==> config.mk <==
export PLATFORM = sky130hd
export DESIGN_NAME = flow_priority_dscp_remarker
export DESIGN_NICKNAME = d
export VERILOG_FILES = /design/src/rtl/fdr_pkg.sv /design/src/rtl/fdr_cell.sv /design/src/rtl/flow_priority_dscp_remarker.sv
export SDC_FILE = /design/constraint.sdc
export NUM_CORES = 2
export LEC_CHECK = 0
export ABC_AREA = 1
export BUFFER_PORTS_ARGS = -buffer_cell sky130_fd_sc_hd__buf_4
export CAP_MARGIN = 20
export CELL_PAD_IN_SITES_DETAIL_PLACEMENT = 1
export CELL_PAD_IN_SITES_GLOBAL_PLACEMENT = 2
export CORE_ASPECT_RATIO = 1.5
export CORE_MARGIN = 4
export CORE_UTILIZATION = 37
export CTS_CLUSTER_SIZE = 28
export DETAILED_ROUTE_END_ITERATION = 7
export PLACE_DENSITY_LB_ADDON = 0.2
export SLEW_MARGIN = 20
export SYNTH_ARGS = -nofsm -noshare
export SYNTH_HDL_FRONTEND = slang
export SYNTH_SLANG_ARGS = --single-unit
==> constraint.sdc <==
create_clock -name aclk -period 43.7 [get_ports aclk]
set_input_delay 2.185 -clock aclk [delete_from_list [all_inputs] [get_ports aclk]]
set_output_delay 2.185 -clock aclk [all_outputs]
set_load 0.03 [all_outputs]
==> src/rtl/fdr_pkg.sv <==
package fdr_pkg;

    localparam int TABLE_DEPTH = 16;
    // Slot number width; a one-slot table still carries one bit.
    localparam int IDX_W       = (TABLE_DEPTH > 1) ? $clog2(TABLE_DEPTH) : 1;
    localparam int ACTIVE_W    = 5;
    localparam int ENTRY_IDX_W = 4;
    // Common width for slot-number compares against the index field and the limit.
    localparam int CMP_W       = (IDX_W > ACTIVE_W) ? IDX_W : ACTIVE_W;

    localparam int OWNER_W = 32;
    localparam int CLASS_W = 2;
    localparam int DSCP_W  = 6;
    localparam int TOS_W   = 8;
    localparam int PRIO_W  = 4;

    localparam int S_TDATA_W = 96;
    localparam int M_TDATA_W = 16;
    localparam int CFG_IDX_W = 1;
    localparam int CFG_DATA_W = 5;

    localparam logic [PRIO_W-1:0] PRIO_FAST = 4'd7;
    localparam logic [PRIO_W-1:0] PRIO_MID  = 4'd0;
    localparam logic [PRIO_W-1:0] PRIO_SLOW = 4'd1;

    typedef enum logic {
        OP_CLASSIFY = 1'b0,
        OP_WRITE    = 1'b1
    } fdr_op_t;

    typedef enum logic [CLASS_W-1:0] {
        CLS_FAST = 2'd0,
        CLS_MID  = 2'd1,
        CLS_SLOW = 2'd2,
        CLS_NONE = 2'd3
    } fdr_class_t;

    typedef enum logic [CFG_IDX_W-1:0] {
        CFG_ENABLE = 1'b0,
        CFG_ACTIVE = 1'b1
    } fdr_cfg_t;

    // One word as it walks down the row of slots.
    typedef struct packed {
        fdr_op_t                 opcode;
        logic [ENTRY_IDX_W-1:0]  entry_index;
        logic [OWNER_W-1:0]      entry_owner;
        fdr_class_t              entry_class;
        logic [DSCP_W-1:0]       entry_dscp;
        logic                    entry_dscp_valid;
        logic [OWNER_W-1:0]      flow_owner;
        logic [TOS_W-1:0]        tos;
        logic [PRIO_W-1:0]       prio;
        logic                    matched;
    } fdr_word_t;

    // Control shared by every slot.
    typedef struct packed {
        logic                 advance;
        logic                 enable;
        logic [ACTIVE_W-1:0]  active_entries;
    } fdr_ctrl_t;

endpackage

==> src/rtl/fdr_cell.sv <==
module fdr_cell (
    input  logic                          aclk,
    input  logic                          aresetn,
    input  fdr_pkg::fdr_ctrl_t            ctrl,
    input  logic [fdr_pkg::IDX_W-1:0]     cell_idx,
    input  logic                          in_valid,
    input  fdr_pkg::fdr_word_t            in_word,
    output logic                          out_valid,
    output fdr_pkg::fdr_word_t            out_word
);
    import fdr_pkg::*;

    logic [OWNER_W-1:0] owner_reg, owner_next;
    fdr_class_t         class_reg, class_next;
    logic [DSCP_W-1:0]  dscp_reg, dscp_next;
    logic               dval_reg, dval_next;
    logic               valid_reg;
    fdr_word_t          word_reg, word_next;

    logic [CMP_W-1:0]   slot_num;
    logic               slot_active;
    logic               slot_written;
    logic               hit;

    assign slot_num     = CMP_W'(cell_idx);
    assign slot_active  = slot_num < CMP_W'(ctrl.active_entries);
    assign slot_written = in_valid && (in_word.opcode == OP_WRITE)
                          && (CMP_W'(in_word.entry_index) == slot_num);
    assign hit = in_valid && (in_word.opcode == OP_CLASSIFY) && !in_word.matched
                 && ctrl.enable && slot_active && (owner_reg != '0)
                 && (owner_reg == in_word.flow_owner);

    always_comb begin
        owner_next = owner_reg;
        class_next = class_reg;
        dscp_next  = dscp_reg;
        dval_next  = dval_reg;
        if (slot_written) begin
            owner_next = in_word.entry_owner;
            class_next = in_word.entry_class;
            dscp_next  = in_word.entry_dscp;
            dval_next  = in_word.entry_dscp_valid;
        end

        word_next = in_word;
        if (hit) begin
            word_next.matched = 1'b1;
            case (class_reg)
                CLS_FAST: word_next.prio = PRIO_FAST;
                CLS_MID:  word_next.prio = PRIO_MID;
                CLS_SLOW: word_next.prio = PRIO_SLOW;
                default:  word_next.prio = in_word.prio;
            endcase
            if (dval_reg) begin
                word_next.tos = {dscp_reg, in_word.tos[1:0]};
            end
        end
    end

    always_ff @(posedge aclk) begin
        if (!aresetn) begin
            owner_reg <= '0;
            class_reg <= CLS_NONE;
            dscp_reg  <= '0;
            dval_reg  <= 1'b0;
            valid_reg <= 1'b0;
        end else if (ctrl.advance) begin
            owner_reg <= owner_next;
            class_reg <= class_next;
            dscp_reg  <= dscp_next;
            dval_reg  <= dval_next;
            valid_reg <= in_valid;
        end
    end

    always_ff @(posedge aclk) begin
        if (ctrl.advance) begin
            word_reg <= word_next;
        end
    end

    assign out_valid = valid_reg;
    assign out_word  = word_reg;

endmodule

==> src/rtl/flow_priority_dscp_remarker.sv <==
// Each word passes through the TABLE_DEPTH slot registers of the row, one slot per cycle while the
// row is not stalled; m_tvalid rises once the word is held in the last slot's register.
// Throughput: one word per cycle; every slot of the row advances together on each cycle
// in which the row is not stalled.
// A stalled output holds the whole row; s_tready follows the row's advance signal.
// Reset (aresetn low, synchronous) clears every slot to owner 0, class none, no DSCP,
// and sets enable and active_entries to 0.
module flow_priority_dscp_remarker (
    input  logic                                aclk,
    input  logic                                aresetn,
    // Input word
    input  logic                                s_tvalid,
    output logic                                s_tready,
    // [3:0] entry_index, [35:4] entry_owner, [37:36] entry_class,
    // [43:38] entry_dscp, [44] entry_dscp_valid, [76:45] flow_owner,
    // [84:77] packet_tos, [88:85] packet_priority, [95:89] zero
    input  logic [fdr_pkg::S_TDATA_W-1:0]       s_tdata,
    input  logic                                s_tuser,   // [0] opcode
    // Result word
    output logic                                m_tvalid,
    input  logic                                m_tready,
    // [3:0] new_priority, [11:4] new_tos, [12] matched, [15:13] zero
    output logic [fdr_pkg::M_TDATA_W-1:0]       m_tdata,
    // Configuration writes
    input  logic                                cfg_valid,
    output logic                                cfg_ready,
    input  logic [fdr_pkg::CFG_IDX_W-1:0]       cfg_index,
    input  logic [fdr_pkg::CFG_DATA_W-1:0]      cfg_data
);
    import fdr_pkg::*;

    logic                 enable_reg, enable_next;
    logic [ACTIVE_W-1:0]  active_reg, active_next;

    fdr_ctrl_t  ctrl;
    fdr_word_t  in_word;
    logic       stage_valid [TABLE_DEPTH+1];
    fdr_word_t  stage_word  [TABLE_DEPTH+1];
    fdr_word_t  last_word;
    logic       advance;

    // Config registers are always ready; write them only while the row is idle.
    assign cfg_ready = 1'b1;

    always_comb begin
        enable_next = enable_reg;
        active_next = active_reg;
        if (cfg_valid) begin
            case (cfg_index)
                CFG_ENABLE: enable_next = cfg_data[0];
                CFG_ACTIVE: active_next = cfg_data;
                default: ;
            endcase
        end
    end

    always_ff @(posedge aclk) begin
        if (!aresetn) begin
            enable_reg <= 1'b0;
            active_reg <= '0;
        end else begin
            enable_reg <= enable_next;
            active_reg <= active_next;
        end
    end

    // Unpack the input word.
    always_comb begin
        in_word                  = '0;
        in_word.opcode           = fdr_op_t'(s_tuser);
        in_word.entry_index      = s_tdata[3:0];
        in_word.entry_owner      = s_tdata[35:4];
        in_word.entry_class      = fdr_class_t'(s_tdata[37:36]);
        in_word.entry_dscp       = s_tdata[43:38];
        in_word.entry_dscp_valid = s_tdata[44];
        in_word.flow_owner       = s_tdata[76:45];
        in_word.tos              = s_tdata[84:77];
        in_word.prio             = s_tdata[88:85];
        in_word.matched          = 1'b0;
    end

    // Advance the whole row unless a finished result is waiting at the output and m_tready is low.
    assign advance  = !stage_valid[TABLE_DEPTH] || m_tready;
    assign s_tready = advance;

    assign ctrl.advance        = advance;
    assign ctrl.enable         = enable_reg;
    assign ctrl.active_entries = active_reg;

    assign stage_valid[0] = s_tvalid;
    assign stage_word[0]  = in_word;

    // Row of slots: slot i holds table entry i and checks each passing word.
    // Earlier words are always further down the row, so writes and lookups
    // keep the order of arrival.
    for (genvar i = 0; i < TABLE_DEPTH; i++) begin : g_cell
        fdr_cell u_cell (
            .aclk      (aclk),
            .aresetn   (aresetn),
            .ctrl      (ctrl),
            .cell_idx  (IDX_W'(i)),
            .in_valid  (stage_valid[i]),
            .in_word   (stage_word[i]),
            .out_valid (stage_valid[i+1]),
            .out_word  (stage_word[i+1])
        );
    end

    assign last_word = stage_word[TABLE_DEPTH];
    assign m_tvalid  = stage_valid[TABLE_DEPTH];

    // Drop the payload of write words: their result is all zero.
    always_comb begin
        m_tdata = '0;
        if (last_word.opcode == OP_CLASSIFY) begin
            m_tdata[3:0]  = last_word.prio;
            m_tdata[11:4] = last_word.tos;
            m_tdata[12]   = last_word.matched;
        end
    end

    // A write word always leaves with an all-zero result.
    a_write_zero: assert property (@(posedge aclk) disable iff (!aresetn)
        (m_tvalid && last_word.opcode == OP_WRITE) |-> (m_tdata == '0))
        else $error("write word produced a nonzero result");

    // A match needs remarking on and at least one active slot.
    a_match_enabled: assert property (@(posedge aclk) disable iff (!aresetn)
        (m_tvalid && m_tdata[12]) |-> (enable_reg && (active_reg != '0)))
        else $error("match reported with remarking off or no active slots");

    // An accepted word enters the first slot on the next cycle.
    a_enter_row: assert property (@(posedge aclk) disable iff (!aresetn)
        (s_tvalid && s_tready) |=> stage_valid[1])
        else $error("accepted word did not enter the row");

    // A stalled result word holds steady until it is taken.
    a_hold_stalled: assert property (@(posedge aclk) disable iff (!aresetn)
        (m_tvalid && !m_tready) |=> (m_tvalid && $stable(m_tdata)))
        else $error("stalled result word changed");

endmodule

; ---- Yosys cells after proc, flatten, opt, wreduce, memory -nomap -nowiden
; Cells that the tools add are included.
[totals]
ff_bits = 2057
in_bits = 108
out_inout_bits = 19
elab_cells = 576
[op_classes]
n_lt_le_gt_ge = 16
eq_ne = 63
muxes = 49
bitwise_logic = 17
reduce_logical = 195
[ops]
columns = operator, n
row1 = $eq A32 B32 Y1, 16
row2 = $reduce_bool A32 Y1, 16
row3 = $mux W13, 17
row4 = $pmux W4 S3, 16
row5 = $mux W8, 16
row6 = $logic_and A1 B1 Y1, 127
row7 = $lt A4 B5 Y1 const A, 8
row8 = $reduce_and A2 Y1, 18
row9 = $eq A2 B1 Y1 const B, 16
row10 = $eq A2 B2 Y1 const B, 16
row11 = $eq A4 B4 Y1 const B, 8
row12 = $logic_not A2 Y1, 16
row13 = $lt A3 B5 Y1 const A, 4
row14 = $not A1 Y1, 17
row15 = $eq A4 B3 Y1 const B, 4
row16 = $logic_not A1 Y1, 16
row17 = $lt A1 B5 Y1 const A, 2
row18 = $lt A2 B5 Y1 const A, 2
row19 = $eq A4 B2 Y1 const B, 2
row20 = $logic_not A5 Y1, 1
row21 = $eq A4 B1 Y1 const B, 1
row22 = $logic_or A1 B1 Y1, 1

; ---- Longest topological paths before layout
[depth]
word_depth = 8
mapped_depth = 12
mapped_depth_nobuf = 11

; ---- By module
; From an unflattened synthesis, not the netlist that was laid out.
[hier_totals]
hier_cells = 9424
hier_area_um2 = 89881.2
[by_module_without_submodules]
columns = mod, instances, cells_each, area_per_inst_um2, seq_area_each_um2
row1 = fdr_cell, 16, 585, 5594.1, 3573.4
row2 = flow_priority_dscp_remarker, 1, 64, 375.4, 120.1

; ---- Worst setup path before layout
; Ideal clock, no wire load.
[synth_timing]
kind = in2reg
startpoint = input port m_tready
endpoint = register g_cell[0].u_cell.word_reg, in the netlist g_cell[0].u_cell.out_word[0] (enable)
setup_time_ns = 2.290
t_arrival_ns = 39.671
t_required_ns = 41.410
setup_slack_ns = 1.739
stages = 3
path_buffers = 1
cell_sequence = inv_2 nand2_4 buf_1
[synth_between]
elab_chain_cells = 1
[synth_rtl]
columns = element, line_no
row1 = "start, declared", flow_priority_dscp_remarker.sv:21  ; input logic m_tready,
row2 = $logic_or A1 B1 Y1, flow_priority_dscp_remarker.sv:83  ; assign advance = !stage_valid[TABLE_DEPTH] || m_tready;
row3 = net s_tready, flow_priority_dscp_remarker.sv:13  ; output logic s_tready,
row4 = "end signal, assigned", fdr_cell.sv:78  ; word_reg <= word_next;
row5 = "end, declared", fdr_cell.sv:18  ; fdr_word_t word_reg, word_next;
; The timed path passes the listed nets, and every way through them passes these cells.
; A chain may end at the register's enable or synchronous reset.

; ---- Worst setup path in the final report
[layout_timing]
startpoint = input port m_tready
endpoint = register g_cell[1].u_cell.word_reg, in the netlist g_cell[1].u_cell.out_word[76] (enable)
[layout_between]
elab_chain_cells = 1
[layout_rtl]
columns = element, line_no
row1 = $logic_or A1 B1 Y1, flow_priority_dscp_remarker.sv:83
row2 = "end signal, assigned", fdr_cell.sv:78
row3 = "end, declared", fdr_cell.sv:18
; Every way passes these cells.

==> metrics.txt <==
# TYPE chip_impl_metric gauge
chip_impl_metric{name="postRouteAntennaNets",unit=""} 0
chip_impl_info{name="cp_slowest_cell",value="buf_4"} 1
chip_impl_metric{name="grt_start_max_net_pins",unit=""} 143
chip_impl_metric{name="die_area",unit="µm²"} 233000
chip_impl_metric{name="power.clock.fraction",unit=""} 0.428
chip_impl_info{name="status",value="finished, final reports clean"} 1
chip_impl_metric{name="cell_internal_pwr",unit="mW"} 3.19
chip_impl_metric{name="synthCells",unit=""} 8544
chip_impl_metric{name="synth_xor_area_frac",unit=""} 0.0225
chip_impl_metric{name="wire_per_inst",unit="µm"} 16.3
chip_impl_metric{name="routed-via-count",unit=""} 54500
chip_impl_metric{name="power.combinational.fraction",unit=""} 0.030
chip_impl_metric{name="dp.final_hpwl",unit="µm"} 144000
chip_impl_metric{name="synth_simple_gate_area_share",unit=""} 0.174
chip_impl_metric{name="fp.dieW",unit="µm"} 395
chip_impl_metric{name="synth_top_area_frac",unit=""} 0.498
chip_impl_metric{name="drt_wl_total",unit="µm"} 193000
chip_impl_metric{name="io_buffer_count",unit=""} 115
chip_impl_info{name="rsz_0062_raised_after_global_routing",value="no"} 1
chip_impl_info{name="worstSetupStartpoint",value="m_tready"} 1
chip_impl_metric{name="maxClockFrequency",unit="GHz"} 0.163
chip_impl_metric{name="finalSetupViolCount",unit=""} 0
chip_impl_metric{name="hold_fix_buffer_count_after_cts",unit=""} 0
chip_impl_info{name="rr_startpoint",value="g_cell[15].u_cell.out_valid"} 1
chip_impl_info{name="synth.top_cells.by_area",value="edfxtp_1, dfxtp_1, nand2_1, inv_1, nor2_1"} 1
chip_impl_info{name="most-common-layout-cells",value="nand2_1, edfxtp_1, inv_1, nor2_1, o21ai_0"} 1
chip_impl_metric{name="muxShareOfSynthArea",unit=""} 0.00487
chip_impl_info{name="crit_path_start_kind",value="input port"} 1
chip_impl_metric{name="peakVddDrop",unit="mV"} 0.0279
chip_impl_metric{name="power_switching",unit="µW"} 856
chip_impl_metric{name="antenna_violations_before_repair",unit=""} 3
chip_impl_metric{name="ys_ff_latch",unit=""} 2057
chip_impl_metric{name="slew_headroom",unit=""} 0.286
chip_impl_metric{name="worstPathArrival",unit="ns"} 6.58
chip_impl_metric{name="largest_register_ffs",unit=""} 1379
chip_impl_metric{name="cts_max_path_buffers",unit=""} 4
chip_impl_metric{name="placed_cells_incl_taps",unit=""} 11500
chip_impl_metric{name="worst_path_max_fanout",unit=""} 142
chip_impl_metric{name="final_min_period_over_clock_period",unit=""} 0.140
chip_impl_metric{name="grt_pass1_wl",unit="µm"} 307000
chip_impl_metric{name="clock-sinks",unit=""} 2057
chip_impl_metric{name="final_cell_area",unit="µm²"} 93700
chip_impl_metric{name="cts.clk_slew.worst_paths",unit="ns"} 0.06
chip_impl_metric{name="worst_pin_slew",unit="ns"} 1.07
chip_impl_info{name="setup.worst_path.class",value="input port to flip-flop"} 1
chip_impl_metric{name="compound_gate_fraction_of_synth_area",unit=""} 0.0729
chip_impl_metric{name="layout-drive-gt1-share",unit=""} 0.0622
chip_impl_metric{name="final_max_slew_viol_count",unit=""} 0
chip_impl_info{name="crit_top_cell",value="buf_4"} 1
chip_impl_metric{name="grtUsageTotal",unit=""} 0.165
chip_impl_metric{name="worstPathRequired",unit="ns"} 44.15
chip_impl_metric{name="power.density",unit="nW/µm²"} 43.2
chip_impl_metric{name="detail_route.vias_per_cell",unit=""} 4.60
chip_impl_metric{name="synthAdderAreaFrac",unit=""} 0
chip_impl_metric{name="finish.net_count",unit=""} 8776
chip_impl_metric{name="setup-tns-final",unit="ns"} 0
chip_impl_metric{name="synth-seq-area-share",unit=""} 0.661
chip_impl_metric{name="share_seq_of_total_power",unit=""} 0.542
chip_impl_info{name="end_kind",value="flip-flop"} 1
chip_impl_info{name="clock_tree_from_tritoncts",value="built"} 1
chip_impl_metric{name="finalPower",unit="mW"} 4.04
chip_impl_metric{name="layout_min_cycle_time",unit="ns"} 6.13
chip_impl_metric{name="use_met1",unit=""} 0.158
chip_impl_metric{name="design.core.area",unit="µm²"} 223000
chip_impl_metric{name="post_cts.repair.setup_buffers",unit=""} 0
chip_impl_info{name="min_path_type",value="flip-flop to flip-flop"} 1
chip_impl_info{name="post-synth-top-area-cell",value="edfxtp_1"} 1
chip_impl_metric{name="number_of_distinct_library_cells_after_synthesis",unit=""} 35
chip_impl_metric{name="global_route.usage.met2",unit=""} 0.340
chip_impl_metric{name="globalRoute.totalOverflow",unit=""} 0
chip_impl_metric{name="dr.pass1.iters",unit=""} 5
chip_impl_metric{name="rows",unit=""} 212
chip_impl_metric{name="final_cell_count_no_fill",unit=""} 11800
chip_impl_metric{name="initial_utilization",unit=""} 0.373
chip_impl_metric{name="synthesis_to_layout_area_growth",unit="%"} 12.7
chip_impl_metric{name="cts-resized-gates",unit=""} 0
chip_impl_metric{name="place_congestion",unit=""} 0.837
chip_impl_metric{name="cap_violations",unit=""} 0
chip_impl_info{name="cp_cell_sequence",value="buf_4 > inv_2 > nand2_8 > buf_12 > buf_4 > buf_4 > buf_4 > buf_4"} 1
chip_impl_metric{name="power.share.switching",unit=""} 0.212
chip_impl_metric{name="clk_latency",unit="ns"} 0.84
chip_impl_metric{name="io-pin-count",unit=""} 127
chip_impl_metric{name="detail_route.drc_violations",unit=""} 0
chip_impl_metric{name="grt_pass1_vias",unit=""} 57000
chip_impl_info{name="grt_busiest_layer",value="met2"} 1
chip_impl_info{name="worstHoldStart",value="g_cell[0].u_cell.out_word[5]"} 1
chip_impl_metric{name="cts-buffers-inserted",unit=""} 210
chip_impl_metric{name="cellLeakagePower",unit="nW"} 38.7
chip_impl_metric{name="cell_area_after_technology_mapping",unit="µm²"} 83200
chip_impl_metric{name="critical-path-max-stage-delay",unit="ns"} 0.86
chip_impl_metric{name="drtIter0Drc",unit=""} 1720
chip_impl_metric{name="post_dp_cell_area",unit="µm²"} 87100
chip_impl_info{name="layout.cells.most_common",value="nand2_1"} 1
chip_impl_metric{name="final_util",unit=""} 0.420
chip_impl_metric{name="average_instance_area_after_synthesis",unit="µm²"} 9.73
chip_impl_metric{name="number_of_hold_violations_in_the_final_report",unit=""} 0
chip_impl_metric{name="synthesis.yosys.warnings",unit=""} 0
chip_impl_metric{name="cts_max_level",unit=""} 4
chip_impl_metric{name="grt_use_met3",unit=""} 0.0206
chip_impl_metric{name="chipHeight",unit="µm"} 589
chip_impl_metric{name="skew",unit="ns"} 0.0512
chip_impl_info{name="synth_top_family_by_area",value="simple AND/OR/NAND/NOR gates"} 1
chip_impl_info{name="clock-root-buffer",value="clkbuf_16"} 1
## cell families after synthesis
| group | Yosys count |
|---|---|
| other cells | 2 |
| compound gates | 1207 |
| xor+xnor | 214 |
| simple gates | 3647 |
| mux | 36 |
| buf+inv | 1381 |
| flops | 2057 |
## worst paths after layout
check                                                endpoint  slack (ns)  cells after the start
worst max register to register  g_cell[1].u_cell.out_word[76]       38.64                      6
worst min register to register   g_cell[1].u_cell.out_word[5]        0.42                      0
worst max-delay path            g_cell[1].u_cell.out_word[76]       37.57                      8
worst min-delay path             g_cell[1].u_cell.out_word[5]        0.42                      0
## synth_stat cells
| cell | count |
|---|---|
| nor4_1 | 2 |
| nor2_1 | 1015 |
| xnor2_1 | 137 |
| clkbuf_1 | 172 |
| nor4_4 | 1 |
| nand3_1 | 349 |
| inv_1 | 1111 |
| nor2b_1 | 2 |
| mux2_2 | 36 |
| buf_2 | 66 |
| dfxtp_1 | 678 |
| nor2_2 | 20 |
| or2_2 | 16 |
| xor2_1 | 77 |
| buf_6 | 7 |
| inv_2 | 4 |
| nor3_1 | 20 |
| a21oi_1 | 503 |
| buf_4 | 5 |
| o21ai_0 | 690 |
| edfxtp_1 | 1379 |
| nor3b_1 | 9 |
| inv_4 | 1 |
| buf_1 | 9 |
| nand2_1 | 2151 |
| conb_1 | 2 |
| nand4_1 | 29 |
| nand2_4 | 2 |
| nor4b_1 | 2 |
| nand3b_1 | 7 |
| clkinv_1 | 6 |
| o21a_1 | 10 |
| and3_1 | 16 |
| o21ai_1 | 4 |
| nand2_2 | 6 |
## worst max-delay path, delay by kind of cell
kind                   cells  cell delay [ns]
buffers and inverters      7             3.64
AND/OR/NAND/NOR            1             0.41
## power by group through the flow
stage               registers [mW]  clock network (mW)  logic [mW]
floorplan                     2.21                   0      0.0839
global placement              2.23                   0       0.119
detailed placement            2.24                   0       0.123
CTS                           2.19                1.79       0.123
global route                  2.20                1.87       0.140
finish                        2.19                1.73       0.120
## layout make-up
cell class | count | area [µm²]
Multi-Input combinational cell | 5108 | 22900
Inverter | 1122 | 4210
Fill cell | 25100 | 129000
Clock buffer | 304 | 5920
Clock inverter | 78 | 623
Tap cell | 2996 | 3750
Timing Repair Buffer | 169 | 1310
Sequential cell | 2057 | 55000
Antenna cell | 1 | 2.50
## stage by stage
step	worst slack [ns]	hold WS, ns
CTS	37.50	0.419
finish	37.57	0.416
global placement	36.70	0.400
floorplan	1.74	0.400
global route	37.16	0.422
detailed placement	36.57	0.405
## metal layers
metal,share of wire,up-vias,wire length (µm)
met1,0.35,25700,67400
li1,-,27900,-
met4,0.053,0,10200
met2,0.57,536,110000
met3,0.025,370,4820
met5,0,-,0
Note: power is estimated with default switching activity, not from simulation.
